==> src/rtl/core/aip_pkg.sv <==
// Shared types, constants and helpers for the ASCII integer parser.
// No dependencies; every RTL file of the block refers to it by scoped names, the testbench imports it.
package aip_pkg;

  // Value and count widths
  localparam int VALUE_BITS  = 32;
  localparam int MAX_CHARS   = 255;
  localparam int CNT_W       = $clog2(MAX_CHARS + 1);
  localparam int BASE_W      = 6;
  localparam int OUT_VALUE_W = 32;
  localparam int OUT_COUNT_W = 8;
  localparam int OUT_DATA_W  = OUT_VALUE_W + OUT_COUNT_W;
  localparam int CHAR_W      = 8;

  // Queue between front and back
  localparam int QUEUE_DEPTH = 4;
  localparam int QPTR_W      = $clog2(QUEUE_DEPTH);

  // Configuration register indexes
  localparam int CFG_IDX_W = 1;
  localparam logic [CFG_IDX_W-1:0] REG_NUMBER_BASE = 1'b0;
  localparam logic [CFG_IDX_W-1:0] REG_SIGNED_MODE = 1'b1;

  // Character codes
  localparam logic [CHAR_W-1:0] CH_ZERO  = 8'h30;
  localparam logic [CHAR_W-1:0] CH_NINE  = 8'h39;
  localparam logic [CHAR_W-1:0] CH_UP_A  = 8'h41;
  localparam logic [CHAR_W-1:0] CH_UP_F  = 8'h46;
  localparam logic [CHAR_W-1:0] CH_LOW_A = 8'h61;
  localparam logic [CHAR_W-1:0] CH_LOW_F = 8'h66;
  localparam logic [CHAR_W-1:0] CH_MINUS = 8'h2D;
  localparam logic [CHAR_W-1:0] CH_X     = 8'h78;

  // Radix constants
  localparam logic [BASE_W-1:0] BASE_OCT = 6'd8;
  localparam logic [BASE_W-1:0] BASE_DEC = 6'd10;
  localparam logic [BASE_W-1:0] BASE_HEX = 6'd16;

  // Classified character as it travels from front to back
  typedef struct packed {
    logic       start;
    logic       is_minus;
    logic       is_zero;
    logic       is_x;
    logic       dig_ok;
    logic [3:0] dig_val;
  } aip_item_t;

  // Parse phase, one-hot
  typedef enum logic [5:0] {
    PH_FIRST       = 6'b000001,
    PH_AFTER_MINUS = 6'b000010,
    PH_AFTER_ZERO  = 6'b000100,
    PH_HOLD_X      = 6'b001000,
    PH_DIGITS      = 6'b010000,
    PH_DONE        = 6'b100000
  } aip_phase_t;

  // Back-end status seen by the top level
  typedef struct packed {
    logic pop;
    logic emit;
    logic done;
  } aip_status_t;

  // Saturating character count increment
  function automatic logic [CNT_W-1:0] sat_inc(input logic [CNT_W-1:0] cnt);
    logic [CNT_W-1:0] res;
    res = cnt;
    if (cnt < CNT_W'(MAX_CHARS)) begin
      res = cnt + 1'b1;
    end
    return res;
  endfunction

endpackage

==> src/rtl/core/aip_front.sv <==
// Front end of the ASCII integer parser: accepts characters and classifies them.
// Depends on aip_pkg for the item type and character codes.
module aip_front (
  input  logic                         s_tvalid,
  output logic                         s_tready,
  input  logic [aip_pkg::CHAR_W-1:0]   s_tdata,   // [7:0] char_code
  input  logic                         s_tuser,   // [0] string_start
  input  logic                         q_ready,
  output logic                         q_push,
  output aip_pkg::aip_item_t           q_item
);

  // Take a character whenever the queue has room
  assign s_tready = q_ready;
  assign q_push   = s_tvalid && q_ready;

  // Decode the character into flags and a digit value
  always_comb begin
    q_item          = '0;
    q_item.start    = s_tuser;
    q_item.is_minus = (s_tdata == aip_pkg::CH_MINUS);
    q_item.is_zero  = (s_tdata == aip_pkg::CH_ZERO);
    q_item.is_x     = (s_tdata == aip_pkg::CH_X);
    if (s_tdata inside {[aip_pkg::CH_ZERO:aip_pkg::CH_NINE]}) begin
      q_item.dig_ok  = 1'b1;
      q_item.dig_val = 4'(s_tdata - aip_pkg::CH_ZERO);
    end else if (s_tdata inside {[aip_pkg::CH_LOW_A:aip_pkg::CH_LOW_F]}) begin
      q_item.dig_ok  = 1'b1;
      q_item.dig_val = 4'(s_tdata - aip_pkg::CH_LOW_A + 8'd10);
    end else if (s_tdata inside {[aip_pkg::CH_UP_A:aip_pkg::CH_UP_F]}) begin
      q_item.dig_ok  = 1'b1;
      q_item.dig_val = 4'(s_tdata - aip_pkg::CH_UP_A + 8'd10);
    end
  end

endmodule

==> src/rtl/core/aip_queue.sv <==
// Short queue of classified characters between the parser front and back.
// Depends on aip_pkg for the item type and depth.
module aip_queue (
  input  logic                clk,
  input  logic                rst,
  input  logic                push,
  input  aip_pkg::aip_item_t  push_item,
  output logic                ready,
  input  logic                pop,
  output logic                valid,
  output aip_pkg::aip_item_t  head
);

  aip_pkg::aip_item_t             mem [aip_pkg::QUEUE_DEPTH];
  logic [aip_pkg::QPTR_W-1:0]     wr_ptr;
  logic [aip_pkg::QPTR_W-1:0]     rd_ptr;
  logic [aip_pkg::QPTR_W:0]       count;

  assign ready = (count != (aip_pkg::QPTR_W + 1)'(aip_pkg::QUEUE_DEPTH));
  assign valid = (count != '0);
  assign head  = mem[rd_ptr];

  // Store on push
  always_ff @(posedge clk) begin
    if (push) begin
      mem[wr_ptr] <= push_item;
    end
  end

  // Advance pointers and track fill level
  always_ff @(posedge clk) begin
    if (rst) begin
      wr_ptr <= '0;
      rd_ptr <= '0;
      count  <= '0;
    end else begin
      if (push) begin
        wr_ptr <= wr_ptr + 1'b1;
      end
      if (pop) begin
        rd_ptr <= rd_ptr + 1'b1;
      end
      if (push && !pop) begin
        count <= count + 1'b1;
      end else if (pop && !push) begin
        count <= count - 1'b1;
      end
    end
  end

endmodule

==> src/rtl/core/aip_back.sv <==
// Back end of the ASCII integer parser: parse phase, multiply-add and result register.
// Depends on aip_pkg for the item, phase and status types.
module aip_back (
  input  logic                              clk,
  input  logic                              rst,
  input  logic                              q_valid,
  input  aip_pkg::aip_item_t                q_item,
  output logic                              q_pop,
  input  logic [aip_pkg::BASE_W-1:0]        number_base,
  input  logic                              signed_mode,
  output logic                              m_tvalid,
  input  logic                              m_tready,
  output logic [aip_pkg::OUT_DATA_W-1:0]    m_tdata,  // [31:0] parsed_value, [39:32] chars_consumed
  output aip_pkg::aip_status_t              status
);

  aip_pkg::aip_phase_t                      phase;
  logic [aip_pkg::VALUE_BITS-1:0]           acc;
  logic [aip_pkg::BASE_W-1:0]               wbase;
  logic [aip_pkg::CNT_W-1:0]                cnt;
  logic                                     minus;

  aip_pkg::aip_phase_t                      phase_eff;
  logic [aip_pkg::VALUE_BITS-1:0]           acc_eff;
  logic [aip_pkg::BASE_W-1:0]               wbase_eff;
  logic [aip_pkg::CNT_W-1:0]                cnt_eff;
  logic                                     minus_eff;

  aip_pkg::aip_phase_t                      phase_next;
  logic [aip_pkg::VALUE_BITS-1:0]           acc_next;
  logic [aip_pkg::BASE_W-1:0]               wbase_next;
  logic [aip_pkg::CNT_W-1:0]                cnt_next;
  logic                                     minus_next;

  logic                                     advance;
  logic                                     try_digit;
  logic                                     emit;
  logic [aip_pkg::BASE_W-1:0]               base_sel;
  logic [aip_pkg::CNT_W-1:0]                cnt_base;
  logic [aip_pkg::VALUE_BITS+aip_pkg::BASE_W-1:0] prod;
  logic [aip_pkg::VALUE_BITS-1:0]           acc_mac;
  logic [aip_pkg::VALUE_BITS-1:0]           value_res;
  logic [aip_pkg::BASE_W-1:0]               auto_dec;
  logic [aip_pkg::BASE_W-1:0]               auto_oct;

  // Work on the head item whenever the result register can take a result
  assign advance = q_valid && (!m_tvalid || m_tready);
  assign q_pop   = advance;

  assign auto_dec = (number_base != '0) ? number_base : aip_pkg::BASE_DEC;
  assign auto_oct = (number_base != '0) ? number_base : aip_pkg::BASE_OCT;

  // Start flag restarts the string before this character is looked at
  always_comb begin
    if (q_item.start) begin
      phase_eff = aip_pkg::PH_FIRST;
      acc_eff   = '0;
      wbase_eff = '0;
      cnt_eff   = '0;
      minus_eff = 1'b0;
    end else begin
      phase_eff = phase;
      acc_eff   = acc;
      wbase_eff = wbase;
      cnt_eff   = cnt;
      minus_eff = minus;
    end
  end

  // Multiply-add for an accepted digit
  assign prod    = acc_eff * base_sel;
  assign acc_mac = prod[aip_pkg::VALUE_BITS-1:0]
                 + {{(aip_pkg::VALUE_BITS-4){1'b0}}, q_item.dig_val};

  // Two's complement negate when a minus was seen
  assign value_res = minus_eff ? (~acc_eff + 1'b1) : acc_eff;

  // Phase decode and digit acceptance
  always_comb begin
    phase_next = phase_eff;
    acc_next   = acc_eff;
    wbase_next = wbase_eff;
    cnt_next   = cnt_eff;
    minus_next = minus_eff;
    try_digit  = 1'b0;
    emit       = 1'b0;
    base_sel   = wbase_eff;
    cnt_base   = cnt_eff;

    case (phase_eff)
      aip_pkg::PH_FIRST,
      aip_pkg::PH_AFTER_MINUS: begin
        if ((phase_eff == aip_pkg::PH_FIRST) && signed_mode && q_item.is_minus) begin
          minus_next = 1'b1;
          cnt_next   = aip_pkg::sat_inc(cnt_eff);
          phase_next = aip_pkg::PH_AFTER_MINUS;
        end else if (q_item.is_zero) begin
          cnt_next   = aip_pkg::sat_inc(cnt_eff);
          phase_next = aip_pkg::PH_AFTER_ZERO;
        end else begin
          base_sel   = auto_dec;
          wbase_next = auto_dec;
          try_digit  = 1'b1;
        end
      end
      aip_pkg::PH_AFTER_ZERO: begin
        if (q_item.is_x) begin
          phase_next = aip_pkg::PH_HOLD_X;
        end else begin
          base_sel   = auto_oct;
          wbase_next = auto_oct;
          try_digit  = 1'b1;
        end
      end
      aip_pkg::PH_HOLD_X: begin
        // Hex digit after "0x": force base 16 and count the held 'x'
        if (q_item.dig_ok) begin
          base_sel   = aip_pkg::BASE_HEX;
          wbase_next = aip_pkg::BASE_HEX;
          cnt_base   = aip_pkg::sat_inc(cnt_eff);
          try_digit  = 1'b1;
        end else begin
          emit       = 1'b1;
          phase_next = aip_pkg::PH_DONE;
        end
      end
      aip_pkg::PH_DIGITS: begin
        try_digit = 1'b1;
      end
      default: begin
        phase_next = aip_pkg::PH_DONE;
      end
    endcase

    // Accumulate a digit below the base, otherwise end the number
    if (try_digit) begin
      if (q_item.dig_ok && ({{(aip_pkg::BASE_W-4){1'b0}}, q_item.dig_val} < base_sel)) begin
        acc_next   = acc_mac;
        cnt_next   = aip_pkg::sat_inc(cnt_base);
        phase_next = aip_pkg::PH_DIGITS;
      end else begin
        emit       = 1'b1;
        phase_next = aip_pkg::PH_DONE;
      end
    end
  end

  // Parse state
  always_ff @(posedge clk) begin
    if (rst) begin
      phase <= aip_pkg::PH_FIRST;
      acc   <= '0;
      wbase <= '0;
      cnt   <= '0;
      minus <= 1'b0;
    end else if (advance) begin
      phase <= phase_next;
      acc   <= acc_next;
      wbase <= wbase_next;
      cnt   <= cnt_next;
      minus <= minus_next;
    end
  end

  // Result register: load on emit, drop after transfer
  always_ff @(posedge clk) begin
    if (rst) begin
      m_tvalid <= 1'b0;
    end else if (advance) begin
      m_tvalid <= emit;
    end else if (m_tready) begin
      m_tvalid <= 1'b0;
    end
  end

  always_ff @(posedge clk) begin
    if (advance && emit) begin
      m_tdata <= {aip_pkg::OUT_COUNT_W'(cnt_eff), aip_pkg::OUT_VALUE_W'(value_res)};
    end
  end

  assign status.pop  = advance;
  assign status.emit = advance && emit;
  assign status.done = (phase == aip_pkg::PH_DONE);

endmodule

==> src/rtl/core/ascii_integer_parser.sv <==
// ASCII integer parser: one character enters per cycle on the slave stream while
// s_tready is high, with string_start in tuser; one result per parsed number leaves
// on the master stream. Sustained rate is one character per clock cycle while the
// queue has room and m_tready does not hold the result register. A terminating
// character goes into the four-entry character queue, then through the parse stage,
// whose single 32x6 multiply-add per cycle sets the pace, into the result register.
// Configuration (number_base at index 0, signed_mode at index 1) is written through
// cfg_we/cfg_index/cfg_data. Depends on aip_pkg, aip_front, aip_queue and aip_back.
module ascii_integer_parser (
  input  logic                                clk,
  input  logic                                rst,
  input  logic                                s_tvalid,
  output logic                                s_tready,
  input  logic [7:0]                          s_tdata,   // [7:0] char_code
  input  logic                                s_tuser,   // [0] string_start
  output logic                                m_tvalid,
  input  logic                                m_tready,
  output logic [aip_pkg::OUT_DATA_W-1:0]      m_tdata,   // [31:0] parsed_value, [39:32] chars_consumed
  input  logic                                cfg_we,
  input  logic [aip_pkg::CFG_IDX_W-1:0]       cfg_index,
  input  logic [aip_pkg::BASE_W-1:0]          cfg_data
);

  logic [aip_pkg::BASE_W-1:0] number_base;
  logic                       signed_mode;

  logic                       q_ready;
  logic                       q_push;
  aip_pkg::aip_item_t         q_in;
  logic                       q_valid;
  aip_pkg::aip_item_t         q_head;
  logic                       q_pop;
  aip_pkg::aip_status_t       status;

  // Configuration registers
  always_ff @(posedge clk) begin
    if (rst) begin
      number_base <= '0;
      signed_mode <= 1'b0;
    end else if (cfg_we) begin
      case (cfg_index)
        aip_pkg::REG_NUMBER_BASE: number_base <= cfg_data;
        aip_pkg::REG_SIGNED_MODE: signed_mode <= cfg_data[0];
        default: ;
      endcase
    end
  end

  aip_front u_front (
    .s_tvalid (s_tvalid),
    .s_tready (s_tready),
    .s_tdata  (s_tdata),
    .s_tuser  (s_tuser),
    .q_ready  (q_ready),
    .q_push   (q_push),
    .q_item   (q_in)
  );

  aip_queue u_queue (
    .clk       (clk),
    .rst       (rst),
    .push      (q_push),
    .push_item (q_in),
    .ready     (q_ready),
    .pop       (q_pop),
    .valid     (q_valid),
    .head      (q_head)
  );

  aip_back u_back (
    .clk         (clk),
    .rst         (rst),
    .q_valid     (q_valid),
    .q_item      (q_head),
    .q_pop       (q_pop),
    .number_base (number_base),
    .signed_mode (signed_mode),
    .m_tvalid    (m_tvalid),
    .m_tready    (m_tready),
    .m_tdata     (m_tdata),
    .status      (status)
  );

  // Never pop an empty queue
  assert property (@(posedge clk) disable iff (rst) status.pop |-> q_valid)
    else $error("parse stage popped an empty queue");

  // A result ends the number: the phase is done right after
  assert property (@(posedge clk) disable iff (rst) status.emit |=> status.done)
    else $error("phase not done after a result");

  // A fresh result only appears after the parse stage emitted one
  assert property (@(posedge clk) disable iff (rst)
    (m_tvalid && !($past(m_tvalid) && !$past(m_tready))) |-> $past(status.emit))
    else $error("result appeared without an emit");

endmodule

==> config.mk <==
export PLATFORM = sky130hd
export DESIGN_NAME = ascii_integer_parser
export DESIGN_NICKNAME = d
export VERILOG_FILES = /design/src/rtl/core/aip_pkg.sv /design/src/rtl/core/aip_front.sv /design/src/rtl/core/aip_queue.sv /design/src/rtl/core/aip_back.sv /design/src/rtl/core/ascii_integer_parser.sv
export SDC_FILE = /design/constraint.sdc
export NUM_CORES = 1
export LEC_CHECK = 0
export BUFFER_PORTS_ARGS = -buffer_cell sky130_fd_sc_hd__clkbuf_2
export CAP_MARGIN = 20
export CORE_ASPECT_RATIO = 1.5
export CORE_UTILIZATION = 60
export DETAILED_ROUTE_END_ITERATION = 7
export GPL_TIMING_DRIVEN = 0
export PLACE_DENSITY_LB_ADDON = 0.2
export SLEW_MARGIN = 15
export SYNTH_ARGS = -nofsm -noshare
export SYNTH_HDL_FRONTEND = slang
export SYNTH_HIERARCHICAL = 1
export SYNTH_SLANG_ARGS = --single-unit
==> constraint.sdc <==
create_clock -name clk -period 8.72 [get_ports clk]
set_clock_uncertainty 0.1 [all_clocks]
set_input_delay 0.872 -clock clk [delete_from_list [all_inputs] [get_ports clk]]
set_output_delay 0.872 -clock clk [all_outputs]
set_load 0.05 [all_outputs]
==> flow_summary.json, run 1 <==
{
  "syn_avg_cell_area_um2": 9.534,
  "cp.arrival_ns": 8.61,
  "syn2layout_area_growth_pct": 9.910,
  "port_buffers": 61,
  "cts.sinks": 146,
  "drc": 0,
  "layout-drive-gt1-share_pct": 10.71,
  "power_switching_uw": 1581,
  "max_freq_mhz": 119.7,
  "place_congestion": 0.9454,
  "dp.final_hpwl_um": 24660,
  "cts_hold_buf": 0,
  "detail-route-antenna-nets": 0,
  "coreArea_um2": 20340,
  "period_minus_slack_ns": 8.356,
  "ctsHtreeMaxLevel": 4,
  "mostFrequentLayoutCells": "nor2_1, fa_1, nand2_1",
  "hold_path_class": "reg2reg",
  "clockBufferDepth": 2,
  "die_area_um2": 21360,
  "status": "completed",
  "die_x_um": 119.7,
  "cts_tree": "done",
  "p_clk_share_pct": 22.2,
  "pwr-share-seq_pct": 29.6,
  "nNetsFinal": 1599,
  "wire_per_inst_um": 19.30,
  "setup_viol": 0,
  "clkTransAtPathRegs_ns": 0.06,
  "sw_frac_of_total_pct": 47.48,
  "grt_remaining_overflow": 0,
  "power.static_leakage_uw": 0.006165,
  "critPathSlowestCell": "mux4_2",
  "grt_setup_unrepaired": "no",
  "syn_area_um2": 12460,
  "crit_type": "reg2reg",
  "grt_max_degree": 41,
  "maxSlewViolCount": 0,
  "crit_required_ns": 8.98,
  "clock_latency_ns": 0.42,
  "end_kind": "flop",
  "comb_power_share_pct": 48.2,
  "vias_per_cell": 6.155,
  "grt_usage_pct": 31.32,
  "finalCritPeriodShare_pct": 95.82,
  "routed-via-count": 10240,
  "worst_pin_slew_ns": 1.090,
  "p_int_uw": 1749,
  "syn_inst": 1307,
  "final_cell_area_um2": 13700,
  "antenna_found_initial": 0,
  "ios": 63,
  "syn-num-nets": 1519,
  "finalHoldViolCount": 0,
  "startpoint_type": "flop",
  "drtIter0Drc": 808,
  "cts_setup_buffers": 0,
  "cts_root_buf": "clkbuf_16",
  "place_area_um2": 13100,
  "ff2ff_setup_slack_ns": 0.36,
  "fin_setup_tns_ns": 0,
  "grt_first_pass_wirelength_um": 51670,
  "wl_um": 32110,
  "critPathMaxStageDelay_ns": 0.64,
  "layout_commonest_cell": "nor2_1",
  "multi_input_area_um2": 8351,
  "seq_area_um2": 3684,
  "grt_pass1_vias": 10250,
  "n_fill_cell": 1623,
  "path_common_cell": "o21ai_0",
  "fp.dieH_um": 178.5,
  "rows": 64,
  "antennaDiodeCount": 0,
  "start_util_pct": 61.26,
  "yosysWarningCount": 6,
  "dr.pass1.iters": 5,
  "crit_fanout": 10,
  "p_per_area_nw_per_um2": 243.2,
  "ir_drop_mv": 0.1382,
  "relSlewSlack_pct": 27.33,
  "cap_violations": 0,
  "cts-buffers-inserted": 17
}
==> worst paths after layout <==
kind	start	endpoint	cells after the start
max	flop	u_back/acc[31]$_SDFFE_PP0P_	25
min	number_base[3]$_SDFFE_PP0P_	number_base[3]$_SDFFE_PP0P_	2
max reg2reg	flop	u_back/acc[31]$_SDFFE_PP0P_	25
min reg2reg	number_base[3]$_SDFFE_PP0P_	number_base[3]$_SDFFE_PP0P_	2
==> final cells by class <==
class,count,share of cell area (%)
multi-input cells,1056,60.97
flip-flops and latches,146,26.90
clock buffers,17,3.106
well taps,264,2.412
repair buffers,61,2.229
plain buffers,64,2.010
clock inverters,15,1.252
inverters,41,1.124
==> state kept, by name (all words and copies together), names as in the netlist, named ones only <==
name	flops
u_back/m_tdata	40
u_queue/mem	36
u_back/acc	32
u_back/cnt	8
number_base	6
u_back/phase	6
u_back/wbase	6
u_queue/count	3
u_queue/rd_ptr	2
u_queue/wr_ptr	2
signed_mode	1
u_back/m_tvalid	1
u_back/minus	1
==> what timing repair did <==
| item | 4_1_cts | 5_1_grt |
|---|---|---|
| cloned | 0 | 0 |
| gates resized for setup | 1 | 1 |
| endpoints found under the setup margin | 1 | 4 |
==> metrics by stage <==
step,power (uW),setup slack [ns],std cells,utilization [%],hold slack (ns)
5_1_grt,3481,0.001996,1664,67.34,0.4014
4_1_cts,3320,0.2580,1664,67.33,0.3849
2_1_floorplan,2123,1.793,1307,-,0.3454
6_report,3330,0.3644,1664,67.34,0.3858
3_3_place_gp,2547,0.1177,1632,64.39,0.3673
3_5_place_dp,2571,0.002662,1632,64.39,0.3726
==> critical path: cells and delay by family, from the launching register on <==
family / cells / cell delay, ns
flip-flops: 1 / 0.33
adder cells (fa/ha/maj): 5 / 2.19
buffers and inverters: 4 / 0.88
multiplexers: 1 / 0.64
AO/OA/AOI/OAI: 12 / 3.73
AND/OR/NAND/NOR: 3 / 0.44
==> power by group through the flow <==
stage	Combinational, uW	Sequential (uW)	Clock (uW)
global route	1700	1000	776
global placement	1550	996	0
floorplan	838	1290	0
CTS	1580	988	748
finish	1600	987	738
detailed placement	1570	1000	0
==> per-layer routing <==
| metal | up-vias | part of all wire, % | GRT usage [%] |
|---|---|---|---|
| li1 | 4738 | - | - |
| met1 | 4991 | 39 | 36.40 |
| met2 | 405 | 50 | 54.74 |
| met3 | 108 | 5.4 | 5.019 |
| met4 | 0 | 5.4 | 17.71 |
| met5 | - | 0 | 0 |
Note: power is estimated with default switching activity, not from simulation.
==> inputs of run 2 (changes only) <==
--- a/config.mk
+++ b/config.mk
@@ -5,6 +5,7 @@
 export SDC_FILE = /design/constraint.sdc
 export NUM_CORES = 1
 export LEC_CHECK = 0
+export ABC_AREA = 1
 export BUFFER_PORTS_ARGS = -buffer_cell sky130_fd_sc_hd__clkbuf_2
 export CAP_MARGIN = 20
 export CORE_ASPECT_RATIO = 1.5
==> flow_summary.json, run 2 <==
{
  "maxSlewViolCount": 0,
  "p_per_area_nw_per_um2": 385.0,
  "max_freq_mhz": 126.0,
  "port_buffers": 60,
  "syn-num-nets": 2018,
  "relSlewSlack_pct": 37.79,
  "fin_setup_tns_ns": 0,
  "min_from": "u_back/acc[13]$_SDFFE_PP0P_",
  "ir_drop_mv": 0.3729,
  "crit_type": "reg2reg",
  "syn_area_um2": 13770,
  "syn2layout_area_growth_pct": 9.122,
  "antenna_found_initial": 0,
  "drtIter0Drc": 699,
  "startpoint_type": "flop",
  "status": "completed",
  "yosysWarningCount": 6,
  "vias_per_cell": 5.706,
  "clockBufferDepth": 2,
  "layout_commonest_cell": "nand2_1",
  "dp.final_hpwl_um": 30010,
  "grt_usage_pct": 34.55,
  "cp_num_buf_inv": 7,
  "grt_remaining_overflow": 0,
  "period_minus_slack_ns": 7.939,
  "end_kind": "flop",
  "syn_inst": 1806,
  "nNetsFinal": 2098,
  "grt_first_pass_wirelength_um": 62710,
  "worstHoldEndpoint": "u_back/acc[13]$_SDFFE_PP0P_",
  "start_util_pct": 61.30,
  "coreArea_um2": 22470,
  "fp.dieH_um": 187.6,
  "place_congestion": 0.9778,
  "mostFrequentLayoutCells": "nand2_1, inv_1, nor2_1",
  "rows": 67,
  "finalCritPeriodShare_pct": 91.05,
  "path_common_cell": "nand2_1",
  "crit_required_ns": 8.98,
  "wire_per_inst_um": 17.75,
  "critPathMaxStageDelay_ns": 0.59,
  "finalHoldViolCount": 0,
  "syn_avg_cell_area_um2": 7.626,
  "reg2reg_to": "u_back/acc[24]$_SDFFE_PP0P_",
  "critPathSlowestCell": "dfxtp_1",
  "antennaDiodeCount": 0,
  "largest_registers": "u_back/m_tdata (40), u_queue/mem (36), u_back/acc (32)",
  "dr.pass1.iters": 5,
  "hold_path_class": "reg2reg",
  "reg2reg_depth": 32,
  "power.static_leakage_uw": 0.008099,
  "cp.arrival_ns": 8.19,
  "crit_family": "adder cells",
  "grt_setup_unrepaired": "no",
  "ctsHtreeMaxLevel": 4,
  "routed-via-count": 12410,
  "wl_um": 38600,
  "cts-buffers-inserted": 17,
  "die_x_um": 125.7,
  "crit_fanout": 10,
  "cts.sinks": 146,
  "largest_reg_flops": 40,
  "die_area_um2": 23580,
  "grt_pass1_vias": 12560,
  "cts_tree": "done",
  "largest_register": "u_back/m_tdata",
  "worst_pin_slew_ns": 0.9331,
  "cap_violations": 0,
  "clock_latency_ns": 0.44,
  "timing.hold.ws_ns": 0.3687,
  "layout-drive-gt1-share_pct": 11.16,
  "clkTransAtPathRegs_ns": 0.07,
  "detail-route-antenna-nets": 0,
  "setup_viol": 0,
  "grt_max_degree": 24,
  "drc": 0,
  "cts_root_buf": "clkbuf_16",
  "ff2ff_setup_slack_ns": 0.78,
  "cts_setup_buffers": 0,
  "ios": 63,
  "hold_depth": 2
}
run 2: timing repair:
action,4_1_cts,5_1_grt
setup endpoints to repair,0,1
hold buffers,0,0
endpoints found under the hold margin,0,0
resized for setup,0,2
run 2: stage by stage:
| stage | std cells | total power [uW] | cell area (um^2) | utilization (%) | setup slack [ns] |
|---|---|---|---|---|---|
| after CTS | 2175 | 5724 | 15030 | 66.89 | 0.7792 |
| after detailed placement | 2143 | 4950 | 14440 | 64.26 | 0.8153 |
| after floorplan | 1806 | 3813 | 13770 | - | 2.471 |
| after global placement | 2142 | 4855 | 14420 | 64.17 | 0.9087 |
| final | 2175 | 5786 | 15030 | 66.89 | 0.7808 |
| after global routing | 2175 | 6168 | 15030 | 66.89 | 0.1670 |
run 2: layer usage:
layer	routed length, um	track usage [%]	vias up
li1	-	-	5912
met1	14000	36.51	5869
met2	19720	61.52	476
met3	2047	5.478	153
met4	2835	25.94	0
met5	0	0	-
run 2: where the power goes:
part           leakage [uW]  switching (uW)  total [uW]  internal (uW)
combinational       0.00650            2850        3890           1040
clock              0.000287             320         755            435
sequential          0.00131             122        1140           1020
total               0.00810            3290        5790           2500
run 2: how the worst max path moves through the flow:
stage,to,slack [ns],depth (start not counted)
final,u_back/acc[24]$_SDFFE_PP0P_,0.78,32
after global routing,u_back/acc[24]$_SDFFE_PP0P_,0.17,34
after CTS,u_back/acc[24]$_SDFFE_PP0P_,0.78,33
after detailed placement,u_back/acc[24]$_SDFFE_PP0P_,0.82,33
after global placement,u_back/acc[20]$_SDFFE_PP0P_,0.91,32
after floorplan,u_back/acc[29]$_SDFFE_PP0P_,2.47,34
run 2: final cells by class:
class	count	area, um^2
multi-input combinational	1295	8597
fill	1930	7438
sequential	146	3684
inverter	307	1160
clock buffer	20	446.7
tap	276	345.3
buffer	58	332.8
timing repair buffer	61	320.3
clock inverter	12	142.6
run 2: tightest hold or removal path: stages, from the launching register on:
cell     delay [ns]
dfxtp_1        0.31
nand2_1        0.06
a21oi_1        0.05
